[config.mk]
export PLATFORM = sky130hd
export DESIGN_NAME = lru_entry_pool_with_pins
export DESIGN_NICKNAME = d
export VERILOG_FILES = /design/src/hw/rtl/lrupool_pkg.sv /design/src/hw/rtl/lru_entry_pool_with_pins.sv /design/src/hw/rtl/lrupool_cell.sv
export SDC_FILE = /design/constraint.sdc
export NUM_CORES = 1
export LEC_CHECK = 0
export BUFFER_PORTS_ARGS = -buffer_cell sky130_fd_sc_hd__buf_4
export CORE_MARGIN = 4
export CORE_UTILIZATION = 60
export CTS_BUF_LIST = sky130_fd_sc_hd__clkbuf_4
export CTS_CLUSTER_SIZE = 40
export DETAILED_ROUTE_END_ITERATION = 12
export PLACE_DENSITY = 0.85
export SYNTH_ARGS = -nofsm -noshare
export SYNTH_HDL_FRONTEND = slang
export SYNTH_SLANG_ARGS = --single-unit
export TNS_END_PERCENT = 1
[constraint.sdc]
create_clock -name clk -period 5.9 [get_ports clk]
set_input_delay 0.59 -clock clk [delete_from_list [all_inputs] [get_ports clk]]
set_output_delay 0.59 -clock clk [all_outputs]
set_load 0.005 [all_outputs]
[src/hw/rtl/lrupool_pkg.sv]
`timescale 1ns / 1ps
package lrupool_pkg;

  localparam logic OP_TAKE = 1'b0;
  localparam logic OP_DROP = 1'b1;

  localparam logic ST_OK      = 1'b0;
  localparam logic ST_NO_FREE = 1'b1;

  typedef struct packed {
    logic       operation;
    logic [3:0] entry_index;
  } in_t;

  typedef struct packed {
    logic [3:0] granted_index;
    logic       status;
  } out_t;

  typedef struct packed {
    logic       take;
    logic       drop;
    logic [3:0] idx;
  } cell_ctl_t;

endpackage

[src/hw/rtl/lru_entry_pool_with_pins.sv]
`timescale 1ns / 1ps
// Pool of NUM_ENTRIES cache entries kept in recency order, each with an
// in-use mark.
// Input: a request is transferred at a rising edge with start high and
// busy low. operation TAKE hands out the least recent unused entry, marks
// it used and makes it most recent; operation DROP moves the named entry
// to the least recent end and clears its mark.
// Output: one result per request, on out_data for exactly one cycle with
// out_valid high, in the cycle after the request. status reports that a
// take found every entry in use (granted_index then reads zero).
// Throughput: one request every cycle; busy stays low. The whole update
// is done by a row of cells, one per recency position, that pass search
// flags along the row and shift entries to their neighbors.
// Reset: the order returns to entries 0 up to NUM_ENTRIES-1, all unused,
// and any pending result is discarded.
// The receiver cannot stall; a result not taken in its cycle is lost.
module lru_entry_pool_with_pins
  import lrupool_pkg::*;
#(
  parameter int NUM_ENTRIES = 16
) (
  input  logic clk,
  input  logic rst_n,
  input  logic start,
  output logic busy,
  input  in_t  in_data,
  output logic out_valid,
  output out_t out_data
);

  localparam int IW = $clog2(NUM_ENTRIES);

  cell_ctl_t     ctl;
  logic          accept;
  logic [IW-1:0] entry_w [NUM_ENTRIES];
  logic          used_w  [NUM_ENTRIES];
  logic [IW-1:0] sel_w   [NUM_ENTRIES];
  logic          pre_w   [NUM_ENTRIES+1];
  logic          suf_w   [NUM_ENTRIES+1];
  logic [IW-1:0] take_entry;
  logic          found;
  logic          out_valid_r, out_valid_nxt;
  out_t          out_r, out_nxt;

  assign busy   = 1'b0;
  assign accept = start && !busy;

  assign ctl.take = accept && (in_data.operation == OP_TAKE);
  assign ctl.drop = accept && (in_data.operation == OP_DROP);
  assign ctl.idx  = in_data.entry_index;

  assign pre_w[0]           = 1'b0;
  assign suf_w[NUM_ENTRIES] = 1'b0;
  assign found              = pre_w[NUM_ENTRIES];

  always_comb begin
    take_entry = '0;
    for (int i = 0; i < NUM_ENTRIES; i++) begin
      take_entry = take_entry | sel_w[i];
    end
  end

  for (genvar i = 0; i < NUM_ENTRIES; i++) begin : g_cell
    logic [IW-1:0] l_entry, r_entry;
    logic          l_used, r_used;

    if (i == 0) begin : g_head
      assign l_entry = IW'(in_data.entry_index);
      assign l_used  = 1'b0;
    end else begin : g_mid_l
      assign l_entry = entry_w[i-1];
      assign l_used  = used_w[i-1];
    end

    if (i == NUM_ENTRIES - 1) begin : g_tail
      assign r_entry = take_entry;
      assign r_used  = 1'b1;
    end else begin : g_mid_r
      assign r_entry = entry_w[i+1];
      assign r_used  = used_w[i+1];
    end

    lrupool_cell #(
      .IW        (IW),
      .RST_ENTRY (IW'(i))
    ) u_cell (
      .clk         (clk),
      .rst_n       (rst_n),
      .ctl         (ctl),
      .left_entry  (l_entry),
      .left_used   (l_used),
      .right_entry (r_entry),
      .right_used  (r_used),
      .pre_in      (pre_w[i]),
      .pre_out     (pre_w[i+1]),
      .suf_in      (suf_w[i+1]),
      .suf_out     (suf_w[i]),
      .sel_entry   (sel_w[i]),
      .cur_entry   (entry_w[i]),
      .cur_used    (used_w[i])
    );
  end

  always_comb begin
    out_valid_nxt = accept;
    out_nxt       = out_r;
    if (ctl.take) begin
      out_nxt.granted_index = 4'(take_entry);
      out_nxt.status        = found ? ST_OK : ST_NO_FREE;
    end else if (ctl.drop) begin
      out_nxt.granted_index = in_data.entry_index;
      out_nxt.status        = ST_OK;
    end
  end

  always_ff @(posedge clk) begin
    if (!rst_n) begin
      out_valid_r <= 1'b0;
    end else begin
      out_valid_r <= out_valid_nxt;
    end
  end

  always_ff @(posedge clk) begin
    out_r <= out_nxt;
  end

  assign out_valid = out_valid_r;
  assign out_data  = out_r;

endmodule

[src/hw/rtl/lrupool_cell.sv]
`timescale 1ns / 1ps
module lrupool_cell
  import lrupool_pkg::*;
#(
  parameter int IW = 4,
  parameter logic [IW-1:0] RST_ENTRY = '0
) (
  input  logic          clk,
  input  logic          rst_n,
  input  cell_ctl_t     ctl,
  input  logic [IW-1:0] left_entry,
  input  logic          left_used,
  input  logic [IW-1:0] right_entry,
  input  logic          right_used,
  input  logic          pre_in,
  output logic          pre_out,
  input  logic          suf_in,
  output logic          suf_out,
  output logic [IW-1:0] sel_entry,
  output logic [IW-1:0] cur_entry,
  output logic          cur_used
);

  logic [IW-1:0] entry_r, entry_nxt;
  logic          used_r, used_nxt;
  logic          free_hit, idx_hit;

  assign free_hit  = !used_r;
  assign idx_hit   = ({4'b0, entry_r} == {{IW{1'b0}}, ctl.idx});
  assign pre_out   = pre_in | free_hit;
  assign suf_out   = suf_in | idx_hit;
  assign sel_entry = (free_hit && !pre_in) ? entry_r : '0;
  assign cur_entry = entry_r;
  assign cur_used  = used_r;

  always_comb begin
    entry_nxt = entry_r;
    used_nxt  = used_r;
    if (ctl.take && pre_out) begin
      entry_nxt = right_entry;
      used_nxt  = right_used;
    end else if (ctl.drop && suf_out) begin
      entry_nxt = left_entry;
      used_nxt  = left_used;
    end
  end

  always_ff @(posedge clk) begin
    if (!rst_n) begin
      entry_r <= RST_ENTRY;
      used_r  <= 1'b0;
    end else begin
      entry_r <= entry_nxt;
      used_r  <= used_nxt;
    end
  end

endmodule

## Yosys cells after proc, flatten, opt, wreduce, memory -nomap -nowiden

Cells that the tools add are included.

| word-level totals | value |
|---|---|
| bits in registers | 86 |
| input bits | 8 |
| output and inout port bits | 7 |
| logic and storage cells | 276 |

| cells by class | value |
|---|---|
| equality and inequality tests | 16 |
| multiplexer cells | 83 |
| bitwise gates (word level) | 46 |
| reduce and logical (&&, ||, !) cells | 96 |

Operators with widths:

| operator | number |
|---|---|
| two-way mux 4 bit | 48 |
| equality test 4 bit | 16 |
| OR 4 bit | 15 |
| logical AND 1 bit | 49 |
| nonzero test 2 bit | 17 |
| two-way mux 1 bit | 33 |
| zero test 1 bit | 30 |
| OR 1 bit | 30 |
| two-way mux 5 bit | 2 |
| inverter 1 bit | 1 |

## Logic depth before layout (Yosys ltp)

Gate-level depths: netlist (run 1).

| depth | value |
|---|---|
| depth in word-level cells | 20 |
| gate-level depth with buffers | 11 |

## Hierarchy

A second synthesis (run 1) with hierarchy kept.

| second synthesis, totals | value |
|---|---|
| cell total of the unflattened synthesis | 632 |
| area total of the unflattened synthesis | 6077.1 µm² |

By module, submodules not included:

| module | times used | cells an instance | area each (µm²) | sequential area each (µm²) |
|---|---|---|---|---|
| lrupool_cell (g_cell[12].u_cell ...) | 3 | 38 | 342.8 | 100.1 |
| lrupool_cell (g_cell[1].u_cell ...) | 3 | 37 | 336.6 | 100.1 |
| lrupool_cell (g_cell[14].u_cell ...) | 2 | 36 | 354.1 | 100.1 |
| lrupool_cell (g_cell[10].u_cell ...) | 2 | 38 | 350.3 | 100.1 |
| lru_entry_pool_with_pins | 1 | 39 | 500.5 | 170.2 |
| lrupool_cell (g_cell[15].u_cell) | 1 | 35 | 381.6 | 100.1 |
| lrupool_cell (g_cell[13].u_cell) | 1 | 36 | 369.1 | 100.1 |
| lrupool_cell (g_cell[11].u_cell) | 1 | 36 | 361.6 | 100.1 |
| lrupool_cell (g_cell[3].u_cell) | 1 | 38 | 345.3 | 100.1 |
| lrupool_cell (g_cell[0].u_cell) | 1 | 38 | 340.3 | 100.1 |
| lrupool_cell (g_cell[2].u_cell) | 1 | 37 | 331.6 | 100.1 |

## Worst setup path before layout (run 1)

OpenSTA, ideal clock, no wires.

| timing path | value |
|---|---|
| path kind | input -> register |
| start | in in_data[1] in the netlist's numbering |
| end | reg g_cell[1].u_cell.entry_r[0] |
| library setup time | 127 ps |
| arrival | 2308 ps |
| path slack | 3465 ps |
| cell stages on the path | 9 |
| buffers on the path | 2 |
| path through | buf_6 xor2_1 nor4_1 o21ai_1 and3_1 buf_6 nand4_4 mux2_1 a2bb2oi_2 |

| on the way | value |
|---|---|
| word-level cells in the longest chain between the ends | 17 |
| elaborated cells between the ends (all ways) | 31 |
| classes of those cells | eq/ne (15); bitwise (14); reduce/logical (2) |

RTL lines:

| what | RTL line | RTL |
|---|---|---|
| start: declaration | lru_entry_pool_with_pins.sv:26 | `input in_t in_data,` |
| equality test 4 bit | lrupool_cell.sv:29 | `assign idx_hit = ({4'b0, entry_r} == {{IW{1'b0}}, ctl.idx});` |
| OR 1 bit (13 in a row) | lrupool_cell.sv:31 | `assign suf_out = suf_in \| idx_hit;` |
| OR 1 bit * | lrupool_cell.sv:31 |  |
| logical AND 1 bit * | lrupool_cell.sv:42 | `end else if (ctl.drop && suf_out) begin` |
| nonzero test 2 bit (no source line) * | - |  |
| end signal: assignment | lrupool_cell.sv:53 | `entry_r <= entry_nxt;` |
| end: declaration | lrupool_cell.sv:24 | `logic [IW-1:0] entry_r, entry_nxt;` |

Mark *: on every way between the ends. The rest lies on a longest branch, timed or not.
A chain may end at the register's enable or synchronous reset.

## Worst setup path in the final report (run 1)

| timing path | value |
|---|---|
| start | reg g_cell[0].u_cell.used_r |
| end | reg g_cell[13].u_cell.entry_r[2] |

| on the way | value |
|---|---|
| word-level cells in the longest chain between the ends | 16 |
| elaborated cells between the ends (all ways) | 17 |
| classes of those cells | mux (1); bitwise (13); reduce/logical (3) |

RTL lines:

| what | RTL line | RTL |
|---|---|---|
| start: declaration | lrupool_cell.sv:25 | `logic used_r, used_nxt;` |
| start signal: assignment | lrupool_cell.sv:54 | `used_r <= used_nxt;` |
| zero test 1 bit * | lrupool_cell.sv:28 | `assign free_hit = !used_r;` |
| OR 1 bit * (13 in a row) | lrupool_cell.sv:30 | `assign pre_out = pre_in \| free_hit;` |
| logical AND 1 bit * | lrupool_cell.sv:39 | `if (ctl.take && pre_out) begin` |
| two-way mux 4 bit or nonzero test 2 bit (tied branches) | - |  |
| end signal: assignment | lrupool_cell.sv:53 |  |
| end: declaration | lrupool_cell.sv:24 |  |

Marks and branches as above.

==> reports/metrics.yaml, run 1 <==
status: "completed"
initial_core_util_pct: 62.8
clkTransAtPathRegs_ns: 0.14
overflow: 0
p_int_mw: 1.02
r2r_setup_slack_ns: 2.84
slew_headroom_pct: 36.0
slowest_delay_ns: 0.72
cts-buffers-inserted: 9
drt-wirelength-per-cell_um: 18.9
synth_cell_types: 69
clk_path_buf_depth: 2
setup_violations: 0
path_max_fanout: 19
drtIter0Drc: 512
layout.nets: 694
numPortBuffers: 13
place_hpwl_um: 10600
grt_max_degree: 61
total_power_mw: 1.54
cp_data_arrival_time_ns: 3.37
die_w_um: 104
path_cells: "nand3_1 -> nor4_2 -> nand4_2 -> o21ai_2 -> nand2_1 -> o22ai_1 -> o21ai_0"
p_per_area_nw_per_um2: 267
tritoncts: "built"
final_cell_mix: "nand2_1 (95), dfxtp_1 (81), o21ai_0 (63)"
grt_usage_pct: 27.6
hp-class: "in -> reg"
timing.hold.ws_ns: 0.435
core_area_um2: 8850
fmax_ghz: 0.327
place_congestion: 1.00
reg2reg_depth: 7
totalNegativeSetupSlack_ns: 0
synthArstFlopShare_pct: 0
start_kind: "flip-flop"
ir_drop_uv: 110
setup_slack_ns: 2.84
seq_power_share_pct: 48.3
antenna_cells: 0
min_period_ns: 3.06
rr_endpoint: "g_cell[13].u_cell.cur_entry[2]"
timing.max_cap.violations: 0
h-tree-depth: 3
synth-seq-cells: 86
final_common_cell: "nand2_1"
rsz0062_at_grt: "no"
syn2layout_area_growth_pct: 3.56
pre_cts_slack_ns: 2.72
rows: 34
crit_slowest_cell: "dfxtp_1"
routed_wirelength_um: 15100
dr.pass1.iters: 5
cts_hold_buf: 0
p_comb_share_pct: 23.6
drc_errors: 0
post-route-util_pct: 65.1
pwr-share-clk_pct: 28.0
viasPerCell: 6.69
crit_type: "reg -> reg"
synth_fp_nets: 709
regToRegStartpoint: "g_cell[0].u_cell.cur_used"
required_ns: 6.21
hold_start: "start"
fp.dieH_um: 104
drive_gt1_share_pct: 9.70
top_level_ports: 15
hold_depth: 1
syn-instance-count: 701
via_count: 5342
clockRootBuffer: "clkbuf_4"
slew_viol_final: 0
ys.flop_type: "dfxtp_1"
p_sw_share_pct: 33.7
finalClockSkew_ns: 0.0143
worstSetupEndpointType: "flip-flop"
postPlaceCellArea_um2: 5570
min_to: "out_data[4]"
post_cts_buffers: 0
grt_pass1_wl_um: 24800
drt.antenna.violating_nets: 0
ys_seq_area_share_pct: 31.9
p_sw_mw: 0.518
grt_pass1_vias: 4924
fin_area_um2: 5760
p_leak_nw: 2.18
antenna_found_initial: 0
synth_edf_count: 5
clock_latency_ns: 0.45
yosys_warnings: 0
cts_resized: 0
avgSynthCellArea_um2: 7.93
netlist_area_um2: 5560
instances_no_fill: 799
clock-sinks: 86
timing.final.hold_violations: 0
die_area_um2: 10900
dp_cells: 783
final_min_period_over_clock_period_pct: 51.9
worst_slew_pin_slew_ns: 0.953
==> critical path: cells and delay by family (launching register included) <==
| family | cells | cell delay, ns |
|---|---|---|
| AOI/OAI and AO/OA | 3 | 0.65 |
| DFF | 1 | 0.72 |
| and+or+nand+nor | 4 | 1.54 |
==> final cells by class <==
class,instances,area (µm²)
Inverter,22,82.6
Fill cell,753,3090
Multi-Input combinational cell,552,3470
Sequential cell,86,1770
Clock inverter,7,120
Timing Repair Buffer,15,113
Tap cell,108,135
Clock buffer,9,67.6
==> registers in the layout (all words and copies together), names as in the netlist <==
name	count
g_cell.u_cell.cur_entry	64
g_cell.u_cell.cur_used	16
out_data	5
out_valid	1
==> worst max-delay path by stage <==
stage                                          from                              to  slack [ns]  depth (start not counted)
after floorplan                          in_data[1]   g_cell[1].u_cell.cur_entry[0]        3.46                          9
after global placement                   in_data[3]   g_cell[8].u_cell.cur_entry[3]        2.87                          8
after detailed placement                 in_data[3]   g_cell[8].u_cell.cur_entry[3]        2.72                          8
after CTS                 g_cell[0].u_cell.cur_used  g_cell[13].u_cell.cur_entry[2]        2.86                          7
after global routing      g_cell[0].u_cell.cur_used  g_cell[13].u_cell.cur_entry[2]        2.55                          7
final                     g_cell[0].u_cell.cur_used  g_cell[13].u_cell.cur_entry[2]        2.84                          7
==> metal layers <==
layer	track usage (%)	up-vias	share of wire, %
met4	12.0	0	3.9
met5	0	-	0
li1	-	2477	-
met1	37.1	2492	42
met3	4.41	70	8.6
met2	43.9	303	46
==> cells in the mapped netlist, types with 7 or more instances <==
master,instances,area [µm²]
nor2_1,55,206
a31oi_1,14,87.6
inv_1,21,78.8
nand3_1,18,90.1
o21ai_0,63,315
mux2_2,7,78.8
a21oi_1,49,245
nand3b_1,9,67.6
clkbuf_1,24,90.1
nand2_1,95,357
mux2i_1,35,350
and2_1,7,43.8
nor3_1,26,130
o211ai_1,10,75.1
xor2_1,27,236
dfxtp_1,81,1620
o221ai_1,7,61.3
o22ai_1,10,62.6
buf_6,7,78.8
xnor2_1,32,280
nand2b_1,10,62.6
==> power by group through the flow <==
| stage | Combinational [mW] | Sequential, mW | Clock [mW] |
|---|---|---|---|
| floorplan | 0.314 | 0.706 | 0 |
| global placement | 0.346 | 0.751 | 0 |
| detailed placement | 0.358 | 0.752 | 0 |
| CTS | 0.360 | 0.739 | 0.436 |
| global route | 0.402 | 0.750 | 0.458 |
| finish | 0.364 | 0.744 | 0.431 |
==> logic make-up (layout without fill, tap and decap cells) <==
| group | after synthesis | count (layout) | synth area share, % |
|---|---|---|---|
| multiplexers | 43 | 43 | 7.92 |
| AO/OA/AOI/OAI | 202 | 202 | 23.6 |
| flip-flops | 86 | 86 | 31.9 |
| AND/OR/NAND/NOR | 247 | 247 | 21.5 |
| XOR/XNOR | 59 | 59 | 9.29 |
| buffers and inverters | 63 | 53 | 5.76 |
| other | 1 | 1 | 0.0674 |
Power figures use the tool's default switching activity.
==> run 2: changes to the inputs <==
==> constraint.sdc (replaced) <==
create_clock -name clk -period 3 [get_ports clk]
set_input_delay 0.3 -clock clk [delete_from_list [all_inputs] [get_ports clk]]
set_output_delay 0.3 -clock clk [all_outputs]
set_load 0.005 [all_outputs]
==> run 2 against run 1 <==
Utilization rose by 0.44 points. Design area rose by 0.67%. Clock skew rose by 0.0064 ns. Global-route usage fell by 0.13 points. Clock power rose by 99%. Register-to-register slack got worse by 2.5 ns. Final cell count rose by 0.63%. Hold slack got worse by 0.30 ns. Sequential power rose by 96%. Sequential share of layout area fell by 0.21 points. Largest cell class unchanged. Highest routed layer unchanged.
==> reports/metrics.yaml, run 2 (same netlist as run 1, synthesis figures left out) <==
grt_usage_pct: 27.5
dr.pass1.iters: 7
r2r_setup_slack_ns: 0.35
top_usage_layer: "met2"
grt_pass1_vias: 4931
worst_slew_pin_slew_ns: 0.702
finalClockSkew_ns: 0.0207
p_per_area_nw_per_um2: 526
hold_start: "start"
multi_input_area_um2: 3470
start_kind: "flip-flop"
die_area_um2: 10900
routed_wirelength_um: 15300
drt-wirelength-per-cell_um: 19.0
timing.hold.ws_ns: 0.138
place_congestion: 0.961
clkTransAtPathRegs_ns: 0.15
top_level_ports: 15
antenna_found_initial: 0
cts_hold_buf: 0
fmax_ghz: 0.378
core_area_um2: 8850
drtIter0Drc: 576
place_hpwl_um: 10600
worstSetupEndpointType: "flip-flop"
p_int_mw: 2.01
ir_drop_uv: 256
rows: 34
timing.final.hold_violations: 0
setup_slack_ns: 0.352
drc_errors: 0
area.sequential_um2: 1770
clock_latency_ns: 0.45
setup_violations: 0
min_period_ns: 2.65
pre_cts_slack_ns: 0.443
post_cts_buffers: 0
clock-sinks: 86
path_max_fanout: 19
p_leak_nw: 2.20
cp_data_arrival_time_ns: 2.97
antenna_cells: 0
p_sw_mw: 1.04
viasPerCell: 6.62
final_common_cell: "nand2_1"
drive_gt1_share_pct: 10.3
clk_path_buf_depth: 2
grt_use_met3_pct: 5.96
postPlaceCellArea_um2: 5610
fillers: 731
regToRegStartpoint: "g_cell[0].u_cell.cur_used"
rr_endpoint: "g_cell[13].u_cell.cur_entry[0]"
crit_type: "reg -> reg"
layout.nets: 699
syn2layout_area_growth_pct: 4.25
seq_power_share_pct: 47.7
overflow: 0
final_cell_mix: "nand2_1 (95), dfxtp_1 (81), o21ai_0 (63)"
tritoncts: "built"
final_min_period_over_clock_period_pct: 88.3
timing.max_cap.violations: 0
cts_resized: 0
p_comb_share_pct: 24.1
slew_viol_final: 0
grt_pass1_wl_um: 24800
numPortBuffers: 13
drt.antenna.violating_nets: 0
hold_depth: 1
required_ns: 3.32
grtUsageMet2_pct: 43.3
clockRootBuffer: "clkbuf_4"
reg2reg_depth: 7
via_count: 5319
cts-buffers-inserted: 9
rsz0062_at_grt: "no"
pwr-share-clk_pct: 28.2
fp.dieH_um: 104
largest_reg_flops: 64
totalNegativeSetupSlack_ns: 0
slew_headroom_pct: 53.1
grt.met1_usage_pct: 36.5
post-route-util_pct: 65.5
initial_core_util_pct: 62.8
h-tree-depth: 3
hp-class: "in -> reg"
die_w_um: 104
grt_max_degree: 61
status: "completed"
min_to: "out_data[4]"
fin_area_um2: 5800
p_sw_share_pct: 34.1
run 2: through the flow:
stage          power (mW)  cells
2_1_floorplan        2.01    701
3_3_place_gp         2.15    788
3_5_place_dp         2.18    788
4_1_cts              3.02    804
5_1_grt              3.17    804
6_report             3.05    804
run 2: power by group through the flow:
stage	Combinational (mW)	Sequential (mW)	Clock, mW
finish	0.736	1.46	0.859
global route	0.801	1.47	0.902
CTS	0.723	1.44	0.850
detailed placement	0.715	1.47	0
global placement	0.685	1.47	0
floorplan	0.618	1.39	0
run 2: critical path, cell delays in order (launching register included):
cell and delay, ns:
dfxtp_1 0.68, nand3_1 0.23, nor4_2 0.47, nand4_2 0.33
o21ai_2 0.39, nand2_1 0.15, o22ai_1 0.15, o21ai_0 0.10
run 2: layout make-up:
cell class | count | share of cell area (%)
multi-input cells | 552 | 59.8
flip-flops and latches | 86 | 30.6
repair buffers | 20 | 2.59
well taps | 108 | 2.33
clock inverters | 7 | 2.09
inverters | 22 | 1.42
clock buffers | 9 | 1.17
run 2: worst max path at each step:
| stage | from | end | slack, ns |
|---|---|---|---|
| finish | g_cell[0].u_cell.cur_used | g_cell[13].u_cell.cur_entry[0] | 0.35 |
| global route | g_cell[0].u_cell.cur_used | g_cell[13].u_cell.cur_entry[3] | 0.10 |
| CTS | g_cell[0].u_cell.cur_used | g_cell[13].u_cell.cur_entry[0] | 0.41 |
| detailed placement | g_cell[0].u_cell.cur_used | g_cell[13].u_cell.cur_entry[0] | 0.44 |
| global placement | g_cell[0].u_cell.cur_used | g_cell[14].u_cell.cur_entry[2] | 0.54 |
| floorplan | in_data[1] | g_cell[1].u_cell.cur_entry[0] | 0.85 |
run 2: metal layers:
layer / part of all wire (%) / vias to the layer above
li1: - / 2487
met1: 42 / 2475
met2: 46 / 303
met3: 8.8 / 54
met4: 3.0 / 0
met5: 0 / -
